<file path="config.mk">
export PLATFORM = sky130hd
export DESIGN_NAME = morse_key_timing_decoder_top
export DESIGN_NICKNAME = d
export VERILOG_FILES = /design/src/hdl/mktd_pkg.sv /design/src/hdl/morse_key_timing_decoder_top.sv
export SDC_FILE = /design/constraint.sdc
export NUM_CORES = 1
export LEC_CHECK = 0
export ABC_AREA = 1
export ABC_CLOCK_PERIOD_IN_PS = 21600
export BUFFER_PORTS_ARGS = -buffer_cell sky130_fd_sc_hd__buf_2
export CORE_MARGIN = 1
export CORE_UTILIZATION = 68
export CTS_BUF_LIST = sky130_fd_sc_hd__clkbuf_8
export DETAILED_ROUTE_END_ITERATION = 12
export PLACE_DENSITY = 0.89
export SYNTH_ARGS = -nofsm -noshare
export SYNTH_HDL_FRONTEND = slang
export SYNTH_SLANG_ARGS = --single-unit
</file>
<file path="constraint.sdc">
create_clock -name clk -period 21.6 [get_ports clk]
set_input_delay 1.08 -clock clk [delete_from_list [all_inputs] [get_ports clk]]
set_output_delay 1.08 -clock clk [all_outputs]
set_load 0.1 [all_outputs]
</file>
<file path="src/hdl/mktd_pkg.sv">
// shared types, constants and the morse tree table for the key timing decoder
// no dependencies
package mktd_pkg;

    localparam int DUR_W  = 24;
    localparam int UNIT_W = 16;
    localparam int POS_W  = 6;
    localparam int CHAR_W = 7;

    localparam logic [UNIT_W-1:0] UNIT_MS_RESET = 16'd100;
    localparam logic [CHAR_W-1:0] CHAR_NONE     = 7'h00;
    localparam logic [CHAR_W-1:0] CHAR_SPACE    = 7'h20;
    localparam logic [CHAR_W-1:0] CHAR_NEWLINE  = 7'h0A;
    localparam logic [POS_W-1:0]  POS_ROOT      = 6'd0;

    typedef enum logic
    {
        KIND_PRESS = 1'b0,
        KIND_GAP   = 1'b1
    } kind_t;

    typedef struct packed
    {
        logic [CHAR_W-1:0] ch;
        logic [POS_W-1:0]  dot;
        logic [POS_W-1:0]  dash;
    } tree_node_t;

    // child index 0 means no child
    function automatic tree_node_t tree_node(input logic [POS_W-1:0] pos);
        tree_node_t n;
        n = '{ch: CHAR_NONE, dot: 6'd0, dash: 6'd0};
        case (pos)
            6'd0:  n = '{ch: CHAR_NONE, dot: 6'd1,  dash: 6'd2};
            6'd1:  n = '{ch: 7'h45,     dot: 6'd3,  dash: 6'd4};
            6'd2:  n = '{ch: 7'h54,     dot: 6'd5,  dash: 6'd6};
            6'd3:  n = '{ch: 7'h49,     dot: 6'd7,  dash: 6'd8};
            6'd4:  n = '{ch: 7'h41,     dot: 6'd9,  dash: 6'd10};
            6'd5:  n = '{ch: 7'h4E,     dot: 6'd11, dash: 6'd12};
            6'd6:  n = '{ch: 7'h4D,     dot: 6'd13, dash: 6'd14};
            6'd7:  n = '{ch: 7'h53,     dot: 6'd15, dash: 6'd16};
            6'd8:  n = '{ch: 7'h55,     dot: 6'd17, dash: 6'd18};
            6'd9:  n = '{ch: 7'h52,     dot: 6'd19, dash: 6'd0};
            6'd10: n = '{ch: 7'h57,     dot: 6'd20, dash: 6'd21};
            6'd11: n = '{ch: 7'h44,     dot: 6'd22, dash: 6'd23};
            6'd12: n = '{ch: 7'h4B,     dot: 6'd24, dash: 6'd25};
            6'd13: n = '{ch: 7'h47,     dot: 6'd26, dash: 6'd27};
            6'd14: n = '{ch: 7'h4F,     dot: 6'd28, dash: 6'd29};
            6'd15: n = '{ch: 7'h48,     dot: 6'd30, dash: 6'd31};
            6'd16: n = '{ch: 7'h56,     dot: 6'd0,  dash: 6'd32};
            6'd17: n = '{ch: 7'h46,     dot: 6'd0,  dash: 6'd0};
            6'd18: n = '{ch: CHAR_NONE, dot: 6'd0,  dash: 6'd33};
            6'd19: n = '{ch: 7'h4C,     dot: 6'd0,  dash: 6'd0};
            6'd20: n = '{ch: 7'h50,     dot: 6'd0,  dash: 6'd0};
            6'd21: n = '{ch: 7'h4A,     dot: 6'd0,  dash: 6'd34};
            6'd22: n = '{ch: 7'h42,     dot: 6'd35, dash: 6'd0};
            6'd23: n = '{ch: 7'h58,     dot: 6'd0,  dash: 6'd0};
            6'd24: n = '{ch: 7'h43,     dot: 6'd0,  dash: 6'd0};
            6'd25: n = '{ch: 7'h59,     dot: 6'd0,  dash: 6'd0};
            6'd26: n = '{ch: 7'h5A,     dot: 6'd36, dash: 6'd0};
            6'd27: n = '{ch: 7'h51,     dot: 6'd0,  dash: 6'd0};
            6'd28: n = '{ch: CHAR_NONE, dot: 6'd37, dash: 6'd0};
            6'd29: n = '{ch: CHAR_NONE, dot: 6'd38, dash: 6'd39};
            6'd30: n = '{ch: 7'h35,     dot: 6'd0,  dash: 6'd0};
            6'd31: n = '{ch: 7'h34,     dot: 6'd0,  dash: 6'd0};
            6'd32: n = '{ch: 7'h33,     dot: 6'd0,  dash: 6'd0};
            6'd33: n = '{ch: 7'h32,     dot: 6'd0,  dash: 6'd0};
            6'd34: n = '{ch: 7'h31,     dot: 6'd0,  dash: 6'd0};
            6'd35: n = '{ch: 7'h36,     dot: 6'd0,  dash: 6'd0};
            6'd36: n = '{ch: 7'h37,     dot: 6'd0,  dash: 6'd0};
            6'd37: n = '{ch: 7'h38,     dot: 6'd0,  dash: 6'd0};
            6'd38: n = '{ch: 7'h39,     dot: 6'd0,  dash: 6'd0};
            6'd39: n = '{ch: 7'h30,     dot: 6'd0,  dash: 6'd0};
            default: n = '{ch: CHAR_NONE, dot: 6'd0, dash: 6'd0};
        endcase
        return n;
    endfunction

endpackage

</file>
<file path="src/hdl/morse_key_timing_decoder_top.sv">
// morse key timing decoder: input register, threshold compare and tree step, result register
// depends on mktd_pkg
//
// Takes one key event per clock cycle while the output side keeps up, and turns press and
// gap durations into ASCII letters, digits, spaces and newlines. An item is held in the
// input register while it is decoded, and its results leave from the output register.
// Thresholds come from unit_ms by shift-and-add, followed by 24-bit compares against the
// registered duration. Most items give zero or one result and the block sustains one item
// per cycle when the downstream side is ready; a long gap that closes a letter gives two
// results, which leave one after the other and hold the input side until the second is
// taken. unit_ms may be written only while the block is idle.
module morse_key_timing_decoder_top
    import mktd_pkg::*;
(
    input  logic                clk,
    input  logic                rst_n,
    input  logic                cfg_valid,
    output logic                cfg_ready,
    input  logic [UNIT_W-1:0]   cfg_data,       // unit_ms
    input  logic                s_axis_tvalid,
    output logic                s_axis_tready,
    input  logic [DUR_W-1:0]    s_axis_tdata,   // duration_ms[23:0]
    input  logic [0:0]          s_axis_tuser,   // kind[0]
    output logic                m_axis_tvalid,
    input  logic                m_axis_tready,
    output logic [7:0]          m_axis_tdata,   // char_code[6:0], zero[7]
    output logic [0:0]          m_axis_tuser,   // decode_error[0]
    output logic                m_axis_tlast
);

    logic [UNIT_W-1:0] unit_reg;
    logic              in_valid_reg;
    kind_t             in_kind_reg;
    logic [DUR_W-1:0]  in_dur_reg;
    logic [POS_W-1:0]  pos_reg;
    logic [POS_W-1:0]  pos_next;
    logic              off_reg;
    logic              off_next;
    logic              phase_reg;
    logic              phase_next;
    logic              out_valid_reg;
    logic [CHAR_W-1:0] out_char_reg;
    logic              out_err_reg;
    logic              out_last_reg;

    logic [DUR_W-1:0]  thr1, thr2, thr5, thr10, thr15;
    logic              is_gap, is_dot, is_dash, is_space, is_nl, letter_end, gap_space;
    logic              has_letter, emit_letter;
    logic [1:0]        n_res;
    tree_node_t        node;
    logic [POS_W-1:0]  child;
    logic [CHAR_W-1:0] letter_ch;
    logic [CHAR_W-1:0] res_char;
    logic              res_err;
    logic              res_last;
    logic              out_free;
    logic              emit;
    logic              done;
    logic              in_accept;

    assign cfg_ready = 1'b1;

    always_ff @(posedge clk or negedge rst_n)
    begin
        if (!rst_n)
        begin
            unit_reg <= UNIT_MS_RESET;
        end
        else if (cfg_valid)
        begin
            unit_reg <= cfg_data;
        end
    end

    // thresholds by shift and add
    always_comb
    begin
        thr1  = {8'd0, unit_reg};
        thr2  = {7'd0, unit_reg, 1'b0};
        thr5  = {6'd0, unit_reg, 2'b00} + {8'd0, unit_reg};
        thr10 = {thr5[DUR_W-2:0], 1'b0};
        thr15 = thr10 + thr5;
    end

    always_comb
    begin
        is_gap      = (in_kind_reg == KIND_GAP);
        is_dot      = !is_gap && (in_dur_reg <= thr1);
        is_dash     = !is_gap && !is_dot && (in_dur_reg <= thr5);
        is_space    = !is_gap && (in_dur_reg > thr5) && (in_dur_reg <= thr10);
        is_nl       = !is_gap && (in_dur_reg > thr10) && (in_dur_reg <= thr15);
        letter_end  = is_gap && (in_dur_reg > thr2);
        gap_space   = is_gap && (in_dur_reg > thr5);
        has_letter  = letter_end && (off_reg || (pos_reg != POS_ROOT));
        node        = tree_node(pos_reg);
        letter_ch   = off_reg ? CHAR_NONE : node.ch;
        child       = is_dash ? node.dash : node.dot;
        n_res       = 2'(is_space) + 2'(is_nl) + 2'(has_letter) + 2'(gap_space);
        emit_letter = has_letter && !phase_reg;
        res_char    = emit_letter ? letter_ch : (is_nl ? CHAR_NEWLINE : CHAR_SPACE);
        res_err     = emit_letter && (letter_ch == CHAR_NONE);
        res_last    = !(emit_letter && gap_space);
    end

    always_comb
    begin
        out_free      = !out_valid_reg || m_axis_tready;
        emit          = in_valid_reg && (n_res != 2'd0) && out_free;
        done          = in_valid_reg && ((n_res == 2'd0) || (emit && res_last));
        s_axis_tready = !in_valid_reg || done;
        in_accept     = s_axis_tvalid && s_axis_tready;
    end

    // tree state and result phase
    always_comb
    begin
        pos_next   = pos_reg;
        off_next   = off_reg;
        phase_next = phase_reg;
        if (emit && !res_last)
        begin
            phase_next = 1'b1;
        end
        if (done)
        begin
            phase_next = 1'b0;
            if (letter_end)
            begin
                pos_next = POS_ROOT;
                off_next = 1'b0;
            end
            else if ((is_dot || is_dash) && !off_reg)
            begin
                if (child == POS_ROOT)
                begin
                    off_next = 1'b1;
                end
                else
                begin
                    pos_next = child;
                end
            end
        end
    end

    always_ff @(posedge clk or negedge rst_n)
    begin
        if (!rst_n)
        begin
            in_valid_reg  <= 1'b0;
            pos_reg       <= POS_ROOT;
            off_reg       <= 1'b0;
            phase_reg     <= 1'b0;
            out_valid_reg <= 1'b0;
        end
        else
        begin
            pos_reg   <= pos_next;
            off_reg   <= off_next;
            phase_reg <= phase_next;
            if (in_accept)
            begin
                in_valid_reg <= 1'b1;
            end
            else if (done)
            begin
                in_valid_reg <= 1'b0;
            end
            if (out_free)
            begin
                out_valid_reg <= emit;
            end
        end
    end

    always_ff @(posedge clk)
    begin
        if (in_accept)
        begin
            in_kind_reg <= kind_t'(s_axis_tuser[0]);
            in_dur_reg  <= s_axis_tdata;
        end
        if (emit)
        begin
            out_char_reg <= res_char;
            out_err_reg  <= res_err;
            out_last_reg <= res_last;
        end
    end

    assign m_axis_tvalid   = out_valid_reg;
    assign m_axis_tdata    = {1'b0, out_char_reg};
    assign m_axis_tuser[0] = out_err_reg;
    assign m_axis_tlast    = out_last_reg;

endmodule

</file>
==> results of run 1 <==
-- worst max-delay path: cells and delay by family (launching register included) --
kind / cells / cell delay (ns)
AND/OR/NAND/NOR: 19 / 2.96
adder cells (fa/ha/maj): 6 / 2.16
AO/OA/AOI/OAI: 6 / 1.34
buffers and inverters: 6 / 0.76
flip-flops: 1 / 0.56
-- path summary, 6_finish.rpt --
kind | end | cells past startpoint
min | phase_reg | 2
max in group asynchronous | unit_reg[15] | 1
min reg2reg | phase_reg | 2
max | s_axis_tready | 37
min in group asynchronous | unit_reg[1] | 1
max reg2reg | in_dur_reg[9] | 39
-- report_power, final --
part / internal, W / total [W] / switching (W)
clock: 0.0000537 / 0.000105 / 0.0000509
sequential: 0.000171 / 0.000223 / 0.0000519
combinational: 0.000232 / 0.000723 / 0.000491
-- logic make-up (layout without fill, tap and decap cells) --
family,Yosys count,in the layout,share of synthesized area
AND/OR/NAND/NOR,463,463,0.297
AO/OA/AOI/OAI,160,160,0.130
buffers and inverters,157,217,0.0862
adder cells (fa/ha/maj),116,116,0.211
flip-flops,60,60,0.240
XOR/XNOR,26,26,0.0326
other,2,2,0.00108
multiplexers,1,1,0.00161
-- per-layer routing --
layer  vias to the layer above  part of all wire  GRT usage
met1                      3214              0.42      0.483
met5                         -                 0          0
met4                         0             0.033      0.153
met2                       323              0.46      0.624
met3                        59             0.079     0.0497
li1                       3443                 -          -
-- cell usage in the layout, fill, tap and decap left out, types with 3 or more instances in the layout --
| cell | netlist | routed |
|---|---|---|
| inv_2 | 4 | 4 |
| o221ai_1 | 4 | 4 |
| nor3_1 | 19 | 19 |
| nand3b_1 | 3 | 3 |
| nand4_1 | 28 | 28 |
| nand2_2 | 12 | 12 |
| edfxtp_1 | 34 | 34 |
| nor2_1 | 85 | 85 |
| xor2_1 | 22 | 22 |
| nand3_1 | 71 | 71 |
| o21bai_1 | 3 | 3 |
| dfrtp_1 | 23 | 23 |
| ha_1 | 113 | 113 |
| nor3b_1 | 3 | 3 |
| o21ai_0 | 55 | 55 |
| o31ai_1 | 4 | 4 |
| clkbuf_8 | 0 | 9 |
| o211ai_1 | 7 | 7 |
| nand2_1 | 220 | 220 |
| buf_2 | 4 | 56 |
| a31oi_1 | 7 | 7 |
| xnor2_1 | 4 | 4 |
| inv_1 | 138 | 138 |
| fa_1 | 3 | 3 |
| dfstp_2 | 3 | 3 |
| a21o_1 | 3 | 3 |
| or2_2 | 5 | 5 |
| nor2_2 | 4 | 4 |
| a21oi_1 | 64 | 63 |
| a211oi_1 | 4 | 4 |
| nand3_2 | 6 | 6 |
-- metrics by stage --
step | cell area (sq um) | hold WS [ns] | cells
finish | 7580 | 0.520 | 1178
global route | 7580 | 0.565 | 1178
CTS | 7580 | 0.509 | 1178
detailed placement | 7380 | 0.493 | 1162
global placement | 7380 | 0.492 | 1162
floorplan | 6980 | 0.468 | 985
-- area by class of cell --
type | count | share of cell area
Timing Repair Buffer | 57 | 0.0380
Inverter | 144 | 0.0713
Clock inverter | 7 | 0.0101
Sequential cell | 60 | 0.221
Tap cell | 133 | 0.0220
Clock buffer | 9 | 0.0163
Multi-Input combinational cell | 768 | 0.621
==> run_results.csv, run 1 <==
group,metric,value,unit
run_status,outcome,"complete, no violations",
clock_tree,post_cts_buffers,0,
synth,postSynth.asyncResetShare,0.433,
grt,grt_max_degree,32,
finish,final_layout_size_suffix_gt1_frac,0.109,
detailed_routing,dr.pass1.iters,5,
synth,synth-edff-count,34,
synth,yosysWarnings,0,
detailed_routing,wirelength,18800,um
placement,port_buffers,56,
clock_tree,cts_buffers,9,
grt,grt_pass1_wl,30000,um
grt,grt_pass1_vias,6550,
synth,ys_ff_latch,60,
detailed_routing,vias,7039,
min_path,min_from,"phase_reg",
synth,synth.top_cell.area_share,0.203,
clock_tree,clockRootBuffer,"clkbuf_8",
setup_path,r2r-start,"unit_reg[2]",
run,cap_violations,0,
placement,place_congestion,0.997,
finish,fin_util,0.768,
setup_path,cp_data_arrival_time,8.13,ns
setup_path,setup.worst_path.start,"unit_reg[2]",
placement,dp_hpwl,15100,um
clock_tree,cts_resized,0,
finish,register_area,1680,sq um
floorplanning,die_area,10700,sq um
timing,slew_headroom,0.388,
timing,worst_slew_pin_slew,0.895,ns
power,power.leakage,3.94,nW
power,p_total,0.00105,W
floorplanning,die_height,103,um
synth,yosysSeqAreaShare,0.240,
floorplanning,core_area,9860,sq um
floorplanning,initial_core_util,0.708,
clock_tree,cts_max_path_buffers,2,
power,ir_drop,0.127,mV
synth,netlist_instances,985,
placement,pre_cts_ws,12.96,ns
synth,syn-cell-area,6980,sq um
setup_path,crit_path_frequent_cell,"nand2_1",
detailed_routing,drc,0,
detailed_routing,vias_per_cell,5.98,
setup_path,crit_slowest_cell,"nor2_1",
floorplanning,rows,36,
clock_tree,ctsHtreeMaxLevel,3,
setup_path,crit_required,20.52,ns
grt,grt_use_total,0.371,
finish,area_delta_synth_final,8.55,%
clock_tree,clkTransAtPathRegs,0.08,ns
synth,synth_flop_cell,"edfxtp_1",
clock_tree,clock_latency,0.36,ns
timing,drv_slew,0,
timing,finalSetupViolations,0,
detailed_routing,ant_nets,0,
setup_path,r2r_slack,12.90,ns
timing,period_share,0.426,
timing,rsz0062_at_grt,"no",
clock_tree,cts_tree,"done",
floorplanning,ios,59,
clock_tree,cts.sinks,60,
timing,max_freq,0.109,GHz
timing,finalHoldViolCount,0,
finish,largest_reg_flops,24,
synth,netlist.top_cell.by_area,"ha_1",
detailed_routing,wl_per_cell,15.9,um
synth,syn_avg_cell_area,7.09,sq um
synth,synth_fp_nets,1147,
finish,fillCellCount,772,
synth,yosysMostFrequentCell,"nand2_1",
finish,multi_input_area,4710,sq um
synth,synth.distinct_cells,47,
timing,clock_skew,0.0107,ns
grt,antenna_found_initial,0,
setup_path,worstPathMaxFanout,10,
finish,n_antenna_cell,0,
power,powerDensity,139,nW/um^2
setup_path,critPathLaunchType,"flip-flop",
timing,fin_tns_setup,0,ns
setup_path,cp-end-kind,"primary output",
timing,setup_slack,12.39,ns
min_path,hp-class,"flip-flop to flip-flop",
setup_path,slowest_delay,0.60,ns
synth,yosys-top-cells-area,"ha_1, edfxtp_1, nand2_1",
finish,nNetsFinal,1202,
setup_path,worstSetupPathType,"flip-flop to primary output",
clock_tree,hold_buffers,0,
detailed_routing,first_iter_violations,441,
floorplanning,die_width,103,um
synth,synthTopCellsByCount,"nand2_1, inv_1, ha_1",
timing,fin_crit,9.21,ns
grt,grt-ovfl-total,0,
(Power assumes the default switching activity.)
==> inputs of run 2 (changes only) <==
ABC_CLOCK_PERIOD_IN_PS = 8000   (was 21600)
CORE_UTILIZATION = 57   (was 68)
PLACE_DENSITY = 0.8   (was 0.89)
clock period = 8 ns   (was 21.6 ns; I/O delays follow)
==> run 2 against run 1 <==
  * Final area up 1.3%
  * Critical endpoint unchanged
  * Die area up 19%
  * Register-to-register slack worse by 12 ns
  * Global-route usage down 6.6 points
  * Count of clock-buffer cells in the layout unchanged
==> run_results.csv, run 2 (synthesized netlist as in run 1, its figures left out) <==
group,metric,value,unit
power,p_switching,0.00158,W
grt,antenna_found_initial,0,
floorplanning,ios,59,
setup_path,cp_data_arrival_time,7.00,ns
finish,final_cell_mix,"nand2_1, inv_1, ha_1",
timing,period_share,0.925,
clock_tree,ctsHtreeMaxLevel,3,
timing,slew_headroom,0.574,
finish,register_area,1680,sq um
timing,drv_slew,0,
finish,nNetsFinal,1204,
finish,final_layout_size_suffix_gt1_frac,0.112,
detailed_routing,ant_nets,0,
finish,area_delta_synth_final,9.93,%
timing,setup_slack,0.600,ns
floorplanning,die_width,113,um
floorplanning,rows,40,
clock_tree,cts_tree,"done",
min_path,hp-class,"primary input to asynchronous set/reset pin",
clock_tree,clockRootBuffer,"clkbuf_8",
setup_path,crit_required,7.60,ns
run_status,outcome,"complete, no violations",
timing,rsz0062_at_grt,"no",
setup_path,crit_slowest_cell,"dfstp_2",
detailed_routing,wl_per_cell,15.7,um
detailed_routing,wirelength,18700,um
timing,worst_slew_pin_slew,0.639,ns
detailed_routing,dr.pass1.iters,5,
grt,grt_max_degree,32,
power,power.share.sequential,0.208,
timing,fin_tns_setup,0,ns
power,power.leakage,3.98,nW
floorplanning,core_area,12000,sq um
finish,n_antenna_cell,0,
clock_tree,clock_latency,0.35,ns
finish,multi_input_area,4720,sq um
grt,grt_pass1_wl,30300,um
detailed_routing,first_iter_violations,511,
placement,dp_hpwl,15200,um
timing,finalSetupViolations,0,
placement,port_buffers,56,
timing,max_freq,0.135,GHz
run,cap_violations,0,
clock_tree,cts_buffers,9,
setup_path,worstSetupPathType,"flip-flop to primary output",
timing,clock_skew,0.0120,ns
timing,worst_hold_slack,0.0662,ns
placement,pre_cts_ws,0.627,ns
grt,grt_pass1_vias,6298,
clock_tree,cts_resized,0,
timing,finalHoldViolCount,0,
setup_path,slowest_delay,0.56,ns
clock_tree,clkTransAtPathRegs,0.08,ns
setup_path,worstPathMaxFanout,6,
placement,place_congestion,0.969,
clock_tree,post_cts_buffers,0,
power,pwr-share-comb,0.678,
clock_tree,hold_buffers,0,
setup_path,cp-end-kind,"primary output",
floorplanning,die_area,12700,sq um
finish,largest_reg_flops,24,
clock_tree,cts_max_path_buffers,2,
detailed_routing,vias_per_cell,5.72,
detailed_routing,drc,0,
grt,grt-ovfl-total,0,
power,netSwitchingFraction,0.544,
setup_path,critPathLaunchType,"flip-flop",
power,p_int,0.00133,W
setup_path,r2r-start,"unit_reg[2]",
finish,final_common_cell,"nand2_1",
grt,grt_use_total,0.305,
clock_tree,cts.sinks,60,
floorplanning,initial_core_util,0.584,
power,ir_drop,0.421,mV
floorplanning,die_height,113,um
power,pwr-share-clk,0.114,
setup_path,crit_path_frequent_cell,"nand2_1",
timing,fin_crit,7.40,ns
finish,fillCellCount,1085,
setup_path,setup.worst_path.start,"unit_reg[2]",
detailed_routing,vias,6827,
power,powerDensity,379,nW/um^2
## run 2: final timing paths
kind	to	slack, ns	depth (start not counted)
max	s_axis_tready	0.60	39
min	unit_reg[4]	0.07	1
max reg2reg	in_dur_reg[2]	0.82	41
min reg2reg	phase_reg	0.52	2
max in group asynchronous	phase_reg	7.51	1
min in group clk	in_dur_reg[7]	0.23	1
## run 2: metrics by stage
stage,total power [W],cells,utilization,instance area [sq um]
4_1_cts,0.00287,1194,0.641,7660
5_1_grt,0.00316,1194,0.642,7670
3_3_place_gp,0.00249,1178,0.621,7430
3_5_place_dp,0.00252,1178,0.621,7430
2_1_floorplan,0.00206,985,-,6980
6_report,0.00291,1194,0.642,7670
## run 2: cell type report
| type | instances | share of cell area |
|---|---|---|
| Multi-Input combinational cell | 768 | 0.615 |
| Timing Repair Buffer | 59 | 0.0414 |
| Clock buffer | 9 | 0.0161 |
| Inverter | 144 | 0.0704 |
| Tap cell | 147 | 0.0240 |
| Sequential cell | 60 | 0.218 |
| Clock inverter | 7 | 0.0150 |
## run 2: power groups by stage
stage / Combinational (W) / Sequential (W) / Clock [W]
after global placement: 0.00188 / 0.000604 / 0
after global routing: 0.00219 / 0.000618 / 0.000352
after detailed placement: 0.00191 / 0.000604 / 0
final: 0.00197 / 0.000604 / 0.000332
after floorplan: 0.00133 / 0.000725 / 0
after CTS: 0.00193 / 0.000599 / 0.000334
## run 2: worst max-delay path, delay by kind of cell (launching register included)
family / cells / cell delay, ns
flops: 1 / 0.56
buf+inv: 6 / 0.51
simple gates: 21 / 2.50
fa+ha+maj: 6 / 2.11
compound gates: 6 / 0.96
## run 2: routing by layer
layer	GRT usage	part of all wire	vias to the layer above
met1	0.383	0.42	3086
met2	0.515	0.47	247
met4	0.126	0.036	0
met3	0.0540	0.068	52
li1	-	-	3442
met5	0	0	-
